==> src/hw/rtl/cps_pkg.sv <==
// Package: state codes, register indexes, reset values and item types of the precharge sequencer.
package cps_pkg;

  // Timer width default (saturating since-reset and precharge timers)
  localparam int TIMER_BITS_DEF = 16;

  // Vehicle state codes
  localparam logic [2:0] ST_STARTUP     = 3'd0;
  localparam logic [2:0] ST_OPEN        = 3'd1;
  localparam logic [2:0] ST_CLOSED      = 3'd2;
  localparam logic [2:0] ST_PRECHARGING = 3'd3;
  localparam logic [2:0] ST_DONE        = 3'd4;
  localparam logic [2:0] ST_DRIVING     = 3'd5;
  localparam logic [2:0] ST_FAULT       = 3'd6;

  // Configuration register indexes
  localparam int CFG_IDX_W = 3;
  localparam logic [CFG_IDX_W-1:0] CFG_STARTUP_HOLD  = 3'd0;
  localparam logic [CFG_IDX_W-1:0] CFG_PRECHARGE_MIN = 3'd1;
  localparam logic [CFG_IDX_W-1:0] CFG_DELTA_LIMIT   = 3'd2;
  localparam logic [CFG_IDX_W-1:0] CFG_CLOSED_TORQUE = 3'd3;

  localparam int CFG_DATA_W = 16;

  // Register reset values
  localparam logic [15:0]        RST_STARTUP_HOLD  = 16'd2500;
  localparam logic [15:0]        RST_PRECHARGE_MIN = 16'd5000;
  localparam logic signed [15:0] RST_DELTA_LIMIT   = 16'sd10;
  localparam logic [11:0]        RST_CLOSED_TORQUE = 12'd100;

  typedef struct packed {
    logic [15:0]        startup_hold_ms;
    logic [15:0]        precharge_min_ms;
    logic signed [15:0] delta_limit_volts;
    logic [11:0]        closed_torque;
  } cfg_t;

  typedef struct packed {
    logic [15:0]        elapsed_ms;
    logic               imd_fault;
    logic               imd_latch;
    logic               bms_fault_latched;
    logic               sdc_closed;
    logic               final_contactor_closed;
    logic               high_side_closed;
    logic               drive_request;
    logic               stop_request;
    logic signed [15:0] volt_delta;
  } item_t;

  typedef struct packed {
    logic [2:0]  veh_state;
    logic        final_close_drive;
    logic        precharge_drive;
    logic        inv_enable;
    logic [11:0] torque_cmd;
    logic        bms_fault_out;
  } result_t;

endpackage

==> src/hw/rtl/cps_cfg.sv <==
// Configuration register file of the precharge sequencer.
module cps_cfg (
  input  logic                             clk,
  input  logic                             rst_n,
  input  logic                             cfg_valid,
  output logic                             cfg_ready,
  input  logic [cps_pkg::CFG_IDX_W-1:0]    cfg_index,
  input  logic [cps_pkg::CFG_DATA_W-1:0]   cfg_data,
  output cps_pkg::cfg_t                    cfg
);

  cps_pkg::cfg_t cfg_r;
  cps_pkg::cfg_t cfg_nxt;

  assign cfg_ready = 1'b1;
  assign cfg = cfg_r;

  // Decode the index; ignore writes beyond the register list
  always_comb begin
    cfg_nxt = cfg_r;
    if (cfg_valid) begin
      unique case (cfg_index)
        cps_pkg::CFG_STARTUP_HOLD:  cfg_nxt.startup_hold_ms   = cfg_data;
        cps_pkg::CFG_PRECHARGE_MIN: cfg_nxt.precharge_min_ms  = cfg_data;
        cps_pkg::CFG_DELTA_LIMIT:   cfg_nxt.delta_limit_volts = cfg_data;
        cps_pkg::CFG_CLOSED_TORQUE: cfg_nxt.closed_torque     = cfg_data[11:0];
        default: ;
      endcase
    end
  end

  always_ff @(posedge clk) begin
    if (!rst_n) begin
      cfg_r.startup_hold_ms   <= cps_pkg::RST_STARTUP_HOLD;
      cfg_r.precharge_min_ms  <= cps_pkg::RST_PRECHARGE_MIN;
      cfg_r.delta_limit_volts <= cps_pkg::RST_DELTA_LIMIT;
      cfg_r.closed_torque     <= cps_pkg::RST_CLOSED_TORQUE;
    end else begin
      cfg_r <= cfg_nxt;
    end
  end

endmodule

==> src/hw/rtl/cps_eval.sv <==
// Next-state and drive evaluation for one item of the precharge sequencer.
module cps_eval #(
  parameter int TIMER_BITS = cps_pkg::TIMER_BITS_DEF
) (
  input  cps_pkg::item_t          item,
  input  cps_pkg::cfg_t           cfg,
  input  logic [2:0]              cur_state,
  input  logic [2:0]              tgt_state,
  input  logic [TIMER_BITS-1:0]   since_ms,
  input  logic [TIMER_BITS-1:0]   pre_ms,
  input  logic                    pre_run,
  input  logic                    en_hold,
  input  logic [11:0]             trq_hold,
  input  logic                    flt_hold,
  output logic [2:0]              cur_state_nxt,
  output logic [2:0]              tgt_state_nxt,
  output logic [TIMER_BITS-1:0]   since_ms_nxt,
  output logic [TIMER_BITS-1:0]   pre_ms_nxt,
  output logic                    pre_run_nxt,
  output logic                    en_hold_nxt,
  output logic [11:0]             trq_hold_nxt,
  output logic                    flt_hold_nxt,
  output cps_pkg::result_t        res
);

  // Sum width covers both the timer and the 16-bit fields it is compared to
  localparam int CW = (TIMER_BITS > 16) ? TIMER_BITS : 16;
  localparam int SW = CW + 1;
  localparam logic [TIMER_BITS-1:0] TMAX = '1;

  logic [SW-1:0]         since_sum;
  logic [SW-1:0]         pre_sum;
  logic [TIMER_BITS-1:0] pre_new;
  logic                  fault;
  logic                  fin;
  logic                  pre;
  logic [2:0]            next;

  assign fault = item.imd_fault | item.imd_latch | item.bms_fault_latched;

  assign since_sum    = SW'(since_ms) + SW'(item.elapsed_ms);
  assign since_ms_nxt = (since_sum > SW'(TMAX)) ? TMAX : since_sum[TIMER_BITS-1:0];

  assign pre_sum = SW'(pre_ms) + SW'(item.elapsed_ms);
  // Clear on the first precharge item, accumulate afterwards
  assign pre_new = !pre_run ? '0 :
                   (pre_sum > SW'(TMAX)) ? TMAX : pre_sum[TIMER_BITS-1:0];

  always_comb begin
    next          = cur_state;
    tgt_state_nxt = tgt_state;
    pre_ms_nxt    = pre_ms;
    en_hold_nxt   = en_hold;
    trq_hold_nxt  = trq_hold;
    flt_hold_nxt  = flt_hold;
    fin           = 1'b0;
    pre           = 1'b0;
    pre_run_nxt   = pre_run;
    unique case (cur_state)
      cps_pkg::ST_STARTUP: begin
        en_hold_nxt = 1'b0;
        if (SW'(since_ms_nxt) > SW'(cfg.startup_hold_ms)) begin
          tgt_state_nxt = cps_pkg::ST_OPEN;
          next          = cps_pkg::ST_OPEN;
        end
      end
      cps_pkg::ST_OPEN: begin
        en_hold_nxt  = 1'b0;
        trq_hold_nxt = '0;
        if (fault) begin
          next = cps_pkg::ST_FAULT;
        end else if (item.sdc_closed) begin
          tgt_state_nxt = cps_pkg::ST_CLOSED;
          next          = cps_pkg::ST_CLOSED;
        end
      end
      cps_pkg::ST_CLOSED: begin
        en_hold_nxt  = 1'b1;
        trq_hold_nxt = cfg.closed_torque;
        if (fault) begin
          next = cps_pkg::ST_FAULT;
        end else if (!item.sdc_closed) begin
          tgt_state_nxt = cps_pkg::ST_OPEN;
          next          = cps_pkg::ST_OPEN;
        end else if (item.drive_request) begin
          tgt_state_nxt = cps_pkg::ST_DRIVING;
          next          = cps_pkg::ST_PRECHARGING;
        end
      end
      cps_pkg::ST_PRECHARGING: begin
        pre = 1'b1;
        if (fault) begin
          next = cps_pkg::ST_FAULT;
        end else if (!item.sdc_closed) begin
          tgt_state_nxt = cps_pkg::ST_OPEN;
          next          = cps_pkg::ST_OPEN;
        end else if (tgt_state == cps_pkg::ST_DRIVING) begin
          pre_run_nxt = 1'b1;
          pre_ms_nxt  = pre_new;
          if ((SW'(pre_new) > SW'(cfg.precharge_min_ms)) &&
              (item.volt_delta < cfg.delta_limit_volts)) begin
            next = cps_pkg::ST_DRIVING;
          end
        end else begin
          tgt_state_nxt = cps_pkg::ST_CLOSED;
          next          = cps_pkg::ST_CLOSED;
        end
      end
      cps_pkg::ST_DONE: begin
        fin = 1'b1;
        pre = 1'b1;
        if (fault) begin
          next = cps_pkg::ST_FAULT;
        end else if (!item.sdc_closed) begin
          tgt_state_nxt = cps_pkg::ST_OPEN;
          next          = cps_pkg::ST_OPEN;
        end else if (!item.final_contactor_closed || !item.high_side_closed) begin
          tgt_state_nxt = cps_pkg::ST_CLOSED;
          next          = cps_pkg::ST_CLOSED;
        end else if (item.drive_request) begin
          tgt_state_nxt = cps_pkg::ST_DRIVING;
          next          = cps_pkg::ST_DRIVING;
        end
      end
      cps_pkg::ST_DRIVING: begin
        fin = 1'b1;
        pre = 1'b1;
        if (fault) begin
          next = cps_pkg::ST_FAULT;
        end else if (!item.sdc_closed) begin
          tgt_state_nxt = cps_pkg::ST_OPEN;
          next          = cps_pkg::ST_OPEN;
        end else if (item.stop_request) begin
          tgt_state_nxt = cps_pkg::ST_DONE;
          next          = cps_pkg::ST_DONE;
        end
      end
      default: begin
        // hard fault, and the unused code 7 treated the same
        flt_hold_nxt = 1'b1;
        next         = cps_pkg::ST_FAULT;
      end
    endcase
    if (next != cps_pkg::ST_PRECHARGING) begin
      pre_run_nxt = 1'b0;
    end
  end

  assign cur_state_nxt = next;

  assign res.veh_state         = next;
  assign res.final_close_drive = fin;
  assign res.precharge_drive   = pre;
  assign res.inv_enable        = en_hold_nxt;
  assign res.torque_cmd        = trq_hold_nxt;
  assign res.bms_fault_out     = flt_hold_nxt;

endmodule

==> src/hw/rtl/contactor_precharge_sequencer.sv <==
// Top level of the battery contactor and precharge sequencer.
//
//   channel | direction | handshake            | payload
//   --------+-----------+----------------------+------------------------------------
//   in_     | into      | in_valid / in_ready  | elapsed_ms, fault flags, buttons, volt_delta
//   out_    | out of    | out_valid / out_ready| state, drives, enable, torque, fault
//   cfg_    | into      | cfg_valid / cfg_ready| cfg_index (3 bits), cfg_data (16 bits)
//
// One item per cycle sustained while out_ready stays high. An item is taken into
// the input register, evaluated by the next-state logic and loaded into the
// result register. The state feedback loop runs through cps_eval and the state
// registers. Reset (rst_n low, synchronous) sets the state to startup, clears the
// timers, the held values, both valid flags and loads the register defaults.
// While out_ready is low the result register holds and the input register keeps
// one item; in_ready drops only when both are full. cfg_ready is always high.
module contactor_precharge_sequencer #(
  parameter int TIMER_BITS = cps_pkg::TIMER_BITS_DEF
) (
  input  logic                            clk,
  input  logic                            rst_n,
  // input items
  input  logic                            in_valid,
  output logic                            in_ready,
  input  logic [15:0]                     in_elapsed_ms,
  input  logic                            in_imd_fault,
  input  logic                            in_imd_latch,
  input  logic                            in_bms_fault_latched,
  input  logic                            in_sdc_closed,
  input  logic                            in_final_contactor_closed,
  input  logic                            in_high_side_closed,
  input  logic                            in_drive_request,
  input  logic                            in_stop_request,
  input  logic signed [15:0]              in_volt_delta,
  // result items
  output logic                            out_valid,
  input  logic                            out_ready,
  output logic [2:0]                      out_veh_state,
  output logic                            out_final_close_drive,
  output logic                            out_precharge_drive,
  output logic                            out_inv_enable,
  output logic [11:0]                     out_torque_cmd,
  output logic                            out_bms_fault_out,
  // configuration writes
  input  logic                            cfg_valid,
  output logic                            cfg_ready,
  input  logic [cps_pkg::CFG_IDX_W-1:0]   cfg_index,
  input  logic [cps_pkg::CFG_DATA_W-1:0]  cfg_data
);

  cps_pkg::cfg_t    cfg;
  cps_pkg::item_t   item_r;
  cps_pkg::result_t res_r;
  cps_pkg::result_t res_nxt;

  logic in_valid_r;
  logic out_valid_r;
  logic advance;
  logic in_take;

  // sequencer state
  logic [2:0]            cur_state_r,  cur_state_nxt;
  logic [2:0]            tgt_state_r,  tgt_state_nxt;
  logic [TIMER_BITS-1:0] since_ms_r,   since_ms_nxt;
  logic [TIMER_BITS-1:0] pre_ms_r,     pre_ms_nxt;
  logic                  pre_run_r,    pre_run_nxt;
  logic                  en_hold_r,    en_hold_nxt;
  logic [11:0]           trq_hold_r,   trq_hold_nxt;
  logic                  flt_hold_r,   flt_hold_nxt;

  cps_cfg u_cfg (
    .clk       (clk),
    .rst_n     (rst_n),
    .cfg_valid (cfg_valid),
    .cfg_ready (cfg_ready),
    .cfg_index (cfg_index),
    .cfg_data  (cfg_data),
    .cfg       (cfg)
  );

  // Advance the buffered item when the result register is free or being drained
  assign advance  = in_valid_r && (!out_valid_r || out_ready);
  assign in_ready = !in_valid_r || advance;
  assign in_take  = in_valid && in_ready;

  always_ff @(posedge clk) begin
    if (!rst_n) begin
      in_valid_r <= 1'b0;
    end else if (in_take) begin
      in_valid_r <= 1'b1;
    end else if (advance) begin
      in_valid_r <= 1'b0;
    end
  end

  // Capture the item payload
  always_ff @(posedge clk) begin
    if (in_take) begin
      item_r.elapsed_ms             <= in_elapsed_ms;
      item_r.imd_fault              <= in_imd_fault;
      item_r.imd_latch              <= in_imd_latch;
      item_r.bms_fault_latched      <= in_bms_fault_latched;
      item_r.sdc_closed             <= in_sdc_closed;
      item_r.final_contactor_closed <= in_final_contactor_closed;
      item_r.high_side_closed       <= in_high_side_closed;
      item_r.drive_request          <= in_drive_request;
      item_r.stop_request           <= in_stop_request;
      item_r.volt_delta             <= in_volt_delta;
    end
  end

  cps_eval #(
    .TIMER_BITS (TIMER_BITS)
  ) u_eval (
    .item          (item_r),
    .cfg           (cfg),
    .cur_state     (cur_state_r),
    .tgt_state     (tgt_state_r),
    .since_ms      (since_ms_r),
    .pre_ms        (pre_ms_r),
    .pre_run       (pre_run_r),
    .en_hold       (en_hold_r),
    .trq_hold      (trq_hold_r),
    .flt_hold      (flt_hold_r),
    .cur_state_nxt (cur_state_nxt),
    .tgt_state_nxt (tgt_state_nxt),
    .since_ms_nxt  (since_ms_nxt),
    .pre_ms_nxt    (pre_ms_nxt),
    .pre_run_nxt   (pre_run_nxt),
    .en_hold_nxt   (en_hold_nxt),
    .trq_hold_nxt  (trq_hold_nxt),
    .flt_hold_nxt  (flt_hold_nxt),
    .res           (res_nxt)
  );

  // Commit the sequencer state only when an item is evaluated
  always_ff @(posedge clk) begin
    if (!rst_n) begin
      cur_state_r <= cps_pkg::ST_STARTUP;
      tgt_state_r <= cps_pkg::ST_OPEN;
      since_ms_r  <= '0;
      pre_ms_r    <= '0;
      pre_run_r   <= 1'b0;
      en_hold_r   <= 1'b0;
      trq_hold_r  <= '0;
      flt_hold_r  <= 1'b0;
    end else if (advance) begin
      cur_state_r <= cur_state_nxt;
      tgt_state_r <= tgt_state_nxt;
      since_ms_r  <= since_ms_nxt;
      pre_ms_r    <= pre_ms_nxt;
      pre_run_r   <= pre_run_nxt;
      en_hold_r   <= en_hold_nxt;
      trq_hold_r  <= trq_hold_nxt;
      flt_hold_r  <= flt_hold_nxt;
    end
  end

  // Result register: load on advance, drop valid once taken
  always_ff @(posedge clk) begin
    if (!rst_n) begin
      out_valid_r <= 1'b0;
    end else if (advance) begin
      out_valid_r <= 1'b1;
    end else if (out_ready) begin
      out_valid_r <= 1'b0;
    end
  end

  always_ff @(posedge clk) begin
    if (advance) begin
      res_r <= res_nxt;
    end
  end

  assign out_valid             = out_valid_r;
  assign out_veh_state         = res_r.veh_state;
  assign out_final_close_drive = res_r.final_close_drive;
  assign out_precharge_drive   = res_r.precharge_drive;
  assign out_inv_enable        = res_r.inv_enable;
  assign out_torque_cmd        = res_r.torque_cmd;
  assign out_bms_fault_out     = res_r.bms_fault_out;

endmodule

==> config.mk <==
export PLATFORM = sky130hd
export DESIGN_NAME = contactor_precharge_sequencer
export DESIGN_NICKNAME = d
export VERILOG_FILES = /design/src/hw/rtl/cps_pkg.sv /design/src/hw/rtl/cps_cfg.sv /design/src/hw/rtl/cps_eval.sv /design/src/hw/rtl/contactor_precharge_sequencer.sv
export SDC_FILE = /design/constraint.sdc
export NUM_CORES = 1
export LEC_CHECK = 0
export BUFFER_PORTS_ARGS = -buffer_cell sky130_fd_sc_hd__buf_2
export CORE_UTILIZATION = 43
export CTS_CLUSTER_DIAMETER = 30
export CTS_CLUSTER_SIZE = 28
export DETAILED_ROUTE_END_ITERATION = 8
export GPL_TIMING_DRIVEN = 0
export SLEW_MARGIN = 20
export SYNTH_ARGS = -nofsm -noshare
export SYNTH_HDL_FRONTEND = slang
export SYNTH_SLANG_ARGS = --single-unit
export TNS_END_PERCENT = 20
==> constraint.sdc <==
create_clock -name clk -period 12.3 [get_ports clk]
set_input_delay 3.69 -clock clk [delete_from_list [all_inputs] [get_ports clk]]
set_output_delay 3.69 -clock clk [all_outputs]
set_load 0.01 [all_outputs]
==> impl_metrics.tcl <==
set metrics [dict create \
    ctsRootBufferMaster "clkbuf_16" \
    skew_ps 10.1 \
    yosysMostFrequentCell "nand2_1" \
    reg2reg_slack_ps 7020 \
    max_stage_delay_ps 190 \
    globalplace.congestion 0.880 \
    grt_max_degree 32 \
    antenna_left 0 \
    clkLatencyLatePin_ps 440 \
    use_met1_pct 30.5 \
    worst-endpoint-arrival_ps 4200 \
    synthSimpleGateAreaFrac_pct 15.6 \
    ir_drop_v 0.0000878 \
    clkSinkCount 174 \
    p_int_mw 0.970 \
    post_synth_fa_ha_maj_area_fraction_pct 11.5 \
    numPortBuffers 83 \
    cellPowerDensity_nw_per_um2 132 \
    core-area_um2 20400 \
    critical_path.top_delay_family "simple AND/OR/NAND/NOR gates" \
    setup_tns_ps 0 \
    fp.dieH_um 146 \
    hold_viol 0 \
    power_frac_comb_pct 14.6 \
    wire_per_inst_um 15.9 \
    cp_max_fo 4 \
    max_freq_mhz 127 \
    end_kind "primary output" \
    die_w_um 146 \
    nets 1248 \
    rr_endpoint "tgt_state_r[2]" \
    crit_chain "buf_2, nor2b_1, nand2_1, buf_2" \
    setup_viol 0 \
    r2r_start "item_r[24]" \
    row_count 52 \
    cts_tree "yes" \
    ff2ff_path_depth 19 \
    synth_compound_gate_area_share_pct 20.1 \
    p_clk_share_pct 39.1 \
    crit_path_top_delay_cell "nor2b_1" \
    finalNonFillerCells 1386 \
    cts.path.max_buffers 2 \
    met3_usage_pct 4.19 \
    die_area_um2 21400 \
    dr_total_vias 7305 \
    diodes 0 \
    yosys_warnings 0 \
    synth_top_family_by_area "compound AO/OA/AOI/OAI gates" \
    hold_path.class "reg -> reg" \
    grt.total_usage_pct 21.3 \
    cts_setup_buffers 0 \
    min_period_over_period_pct 64.2 \
    tightest_slew_ps 762 \
    dpl.hpwl_um 16400 \
    yosys-top-cells-count "nand2_1, dfxtp_1, a21oi_1, ha_1, inv_1" \
    hold_slack_ps 445 \
    use_met2_pct 32.3 \
    netlist_instances 1000 \
    grt_pass1_vias 6868 \
    pwr-share-seq_pct 46.3 \
    drive_gt1_share_pct 12.2 \
    numCtsBuffers 17 \
    cap_violations 0 \
    synth-edff-count 59 \
    synthToLayoutAreaGrowth_pct 15.1 \
    layout_min_cycle_time_ps 7890 \
    async_reset_ff_share_pct 0 \
    grt-ovfl-total 0 \
    first_pass_iters 5 \
    wirelength_um 22000 \
    placed_cells 1354 \
    busiest_layer "met2" \
    grt_pass1_wl_um 35400 \
    synthMuxAreaShare_pct 0.335 \
    yosys.area.top_type "dfxtp_1" \
    cts_resized 0 \
    start_util_pct 44.0 \
    cp-start-kind "input port" \
    swShare_pct 28.8 \
    synth-xor-area-share_pct 2.15 \
    critPathLaunch "out_ready" \
    critPathKind "in -> out" \
    netSwitchingPower_mw 0.393 \
    ys_types 64 \
    n_fill_cell 1968 \
    ioPinCount 86 \
    slew_headroom_pct 49.2 \
    synth.top_cell.area_share_pct 25.7 \
    p_total_mw 1.36 \
    worst-path-buf-inv 2 \
    avgSynthCellArea_um2 8.97 \
    htree_levels 4 \
    drv_slew 0 \
    synthesis.area_um2 8970 \
    drc_errors 0 \
    hp-start "pre_ms_r[0]" \
    cts.reportedPaths.clkPinSlew_ps 70 \
    via_per_inst 5.27 \
    critPathMostFrequentCell "buf_2" \
    synth_fp_nets 1145 \
    cp_data_required_time_ps 8610 \
    hold_end "pre_ms_r[0]" \
    synthTopCellsByArea "dfxtp_1, edfxtp_1, ha_1, nand2_1, a21oi_1" \
    synth_ff_type "dfxtp_1" \
    yosysSeqAreaShare_pct 45.4 \
    power.leakage_nw 4.22 \
    initialDrtViolationCount 561 \
    synth_seq_cells 174 \
    status "finished, final reports clean" \
    antenna_found_initial 0 \
    holdPathStages 2 \
    rsz0062_at_grt "false" \
    hold_buffers 0 \
]
==> power by group through the flow <==
stage | Clock, mW | Sequential [mW] | Combinational (mW)
finish | 0.532 | 0.631 | 0.199
global route | 0.566 | 0.634 | 0.225
CTS | 0.543 | 0.631 | 0.199
detailed placement | 0 | 0.644 | 0.197
global placement | 0 | 0.645 | 0.195
floorplan | 0 | 0.641 | 0.136
==> metrics by stage <==
| stage | instance area, µm² | worst slack (ps) | utilization, % |
|---|---|---|---|
| after floorplan | 8970 | 4620 | - |
| after global placement | 9720 | 4400 | 47.7 |
| after detailed placement | 9750 | 4400 | 47.9 |
| after CTS | 10300 | 4400 | 50.7 |
| after global routing | 10300 | 4300 | 50.7 |
| final | 10300 | 4410 | 50.7 |
==> area by class of cell <==
cell class | count | area, µm² | area share, %
plain buffers | 46 | 183 | 1.77
clock buffers | 18 | 439 | 4.25
clock inverters | 14 | 138 | 1.33
inverters | 70 | 263 | 2.55
multi-input cells | 710 | 4450 | 43.1
flip-flops and latches | 174 | 4070 | 39.5
well taps | 270 | 338 | 3.27
repair buffers | 84 | 435 | 4.22
==> cell usage in the layout (no fill, tap or decap), types with 3 or more instances in the layout <==
cell type | Yosys | layout
a211oi_1 | 7 | 7
a21o_1 | 15 | 15
a21oi_1 | 109 | 109
a22o_1 | 13 | 13
a22oi_1 | 3 | 3
a31oi_1 | 19 | 19
and2_1 | 5 | 4
buf_2 | 4 | 87
clkbuf_1 | 39 | 38
clkbuf_16 | 0 | 17
dfxtp_1 | 115 | 115
edfxtp_1 | 59 | 59
ha_1 | 79 | 79
inv_1 | 70 | 70
inv_6 | 0 | 5
inv_8 | 0 | 5
mux2i_1 | 3 | 3
nand2_1 | 187 | 187
nand2b_1 | 9 | 9
nand3_1 | 12 | 12
nand4_1 | 7 | 7
nor2_1 | 41 | 41
nor2b_1 | 20 | 20
nor3_1 | 12 | 12
nor4_1 | 3 | 3
o211ai_1 | 16 | 16
o21a_1 | 12 | 12
o21ai_0 | 64 | 64
or3_1 | 7 | 7
xnor2_1 | 11 | 11
xor2_1 | 11 | 11
==> state kept, by name, summed over array words and instances (netlist names) <==
register / cells
item_r: 40
out_inv_enable: 1
out_final_close_drive: 1
flt_hold_r: 1
out_valid: 1
tgt_state_r: 3
out_veh_state: 3
in_valid_r: 1
out_bms_fault_out: 1
pre_run_r: 1
u_cfg.cfg: 60
en_hold_r: 1
pre_ms_r: 16
out_precharge_drive: 1
cur_state_r: 3
trq_hold_r: 12
out_torque_cmd: 12
since_ms_r: 16
==> routing by layer <==
layer | share of wire [%] | wire length [µm] | up-vias
met5 | 0 | 0 | -
met4 | 1.7 | 373 | 0
met3 | 4.8 | 1050 | 26
met2 | 44 | 9590 | 189
met1 | 50 | 11000 | 3356
li1 | - | - | 3734
==> worst min-delay path: stages (launching register included) <==
cell and delay, ps:
dfxtp_1 310, nand2_1 50, nand2_1 40
==> worst max-delay path by stage <==
stage               end  cells past startpoint
2_1_floorplan  in_ready                      2
3_3_place_gp   in_ready                      4
3_5_place_dp   in_ready                      4
4_1_cts        in_ready                      4
5_1_grt        in_ready                      4
6_report       in_ready                      4
==> cell families (layout without fill, tap and decap cells) <==
logic type               Yosys count  in the layout
AO/OA/AOI/OAI                    287            287
XOR/XNOR                          22             22
adder cells (fa/ha/maj)           81             81
buffers and inverters            116            232
flip-flops                       174            174
multiplexers                       3              3
other                              1              1
AND/OR/NAND/NOR                  316            316
(Power assumes the default switching activity.)
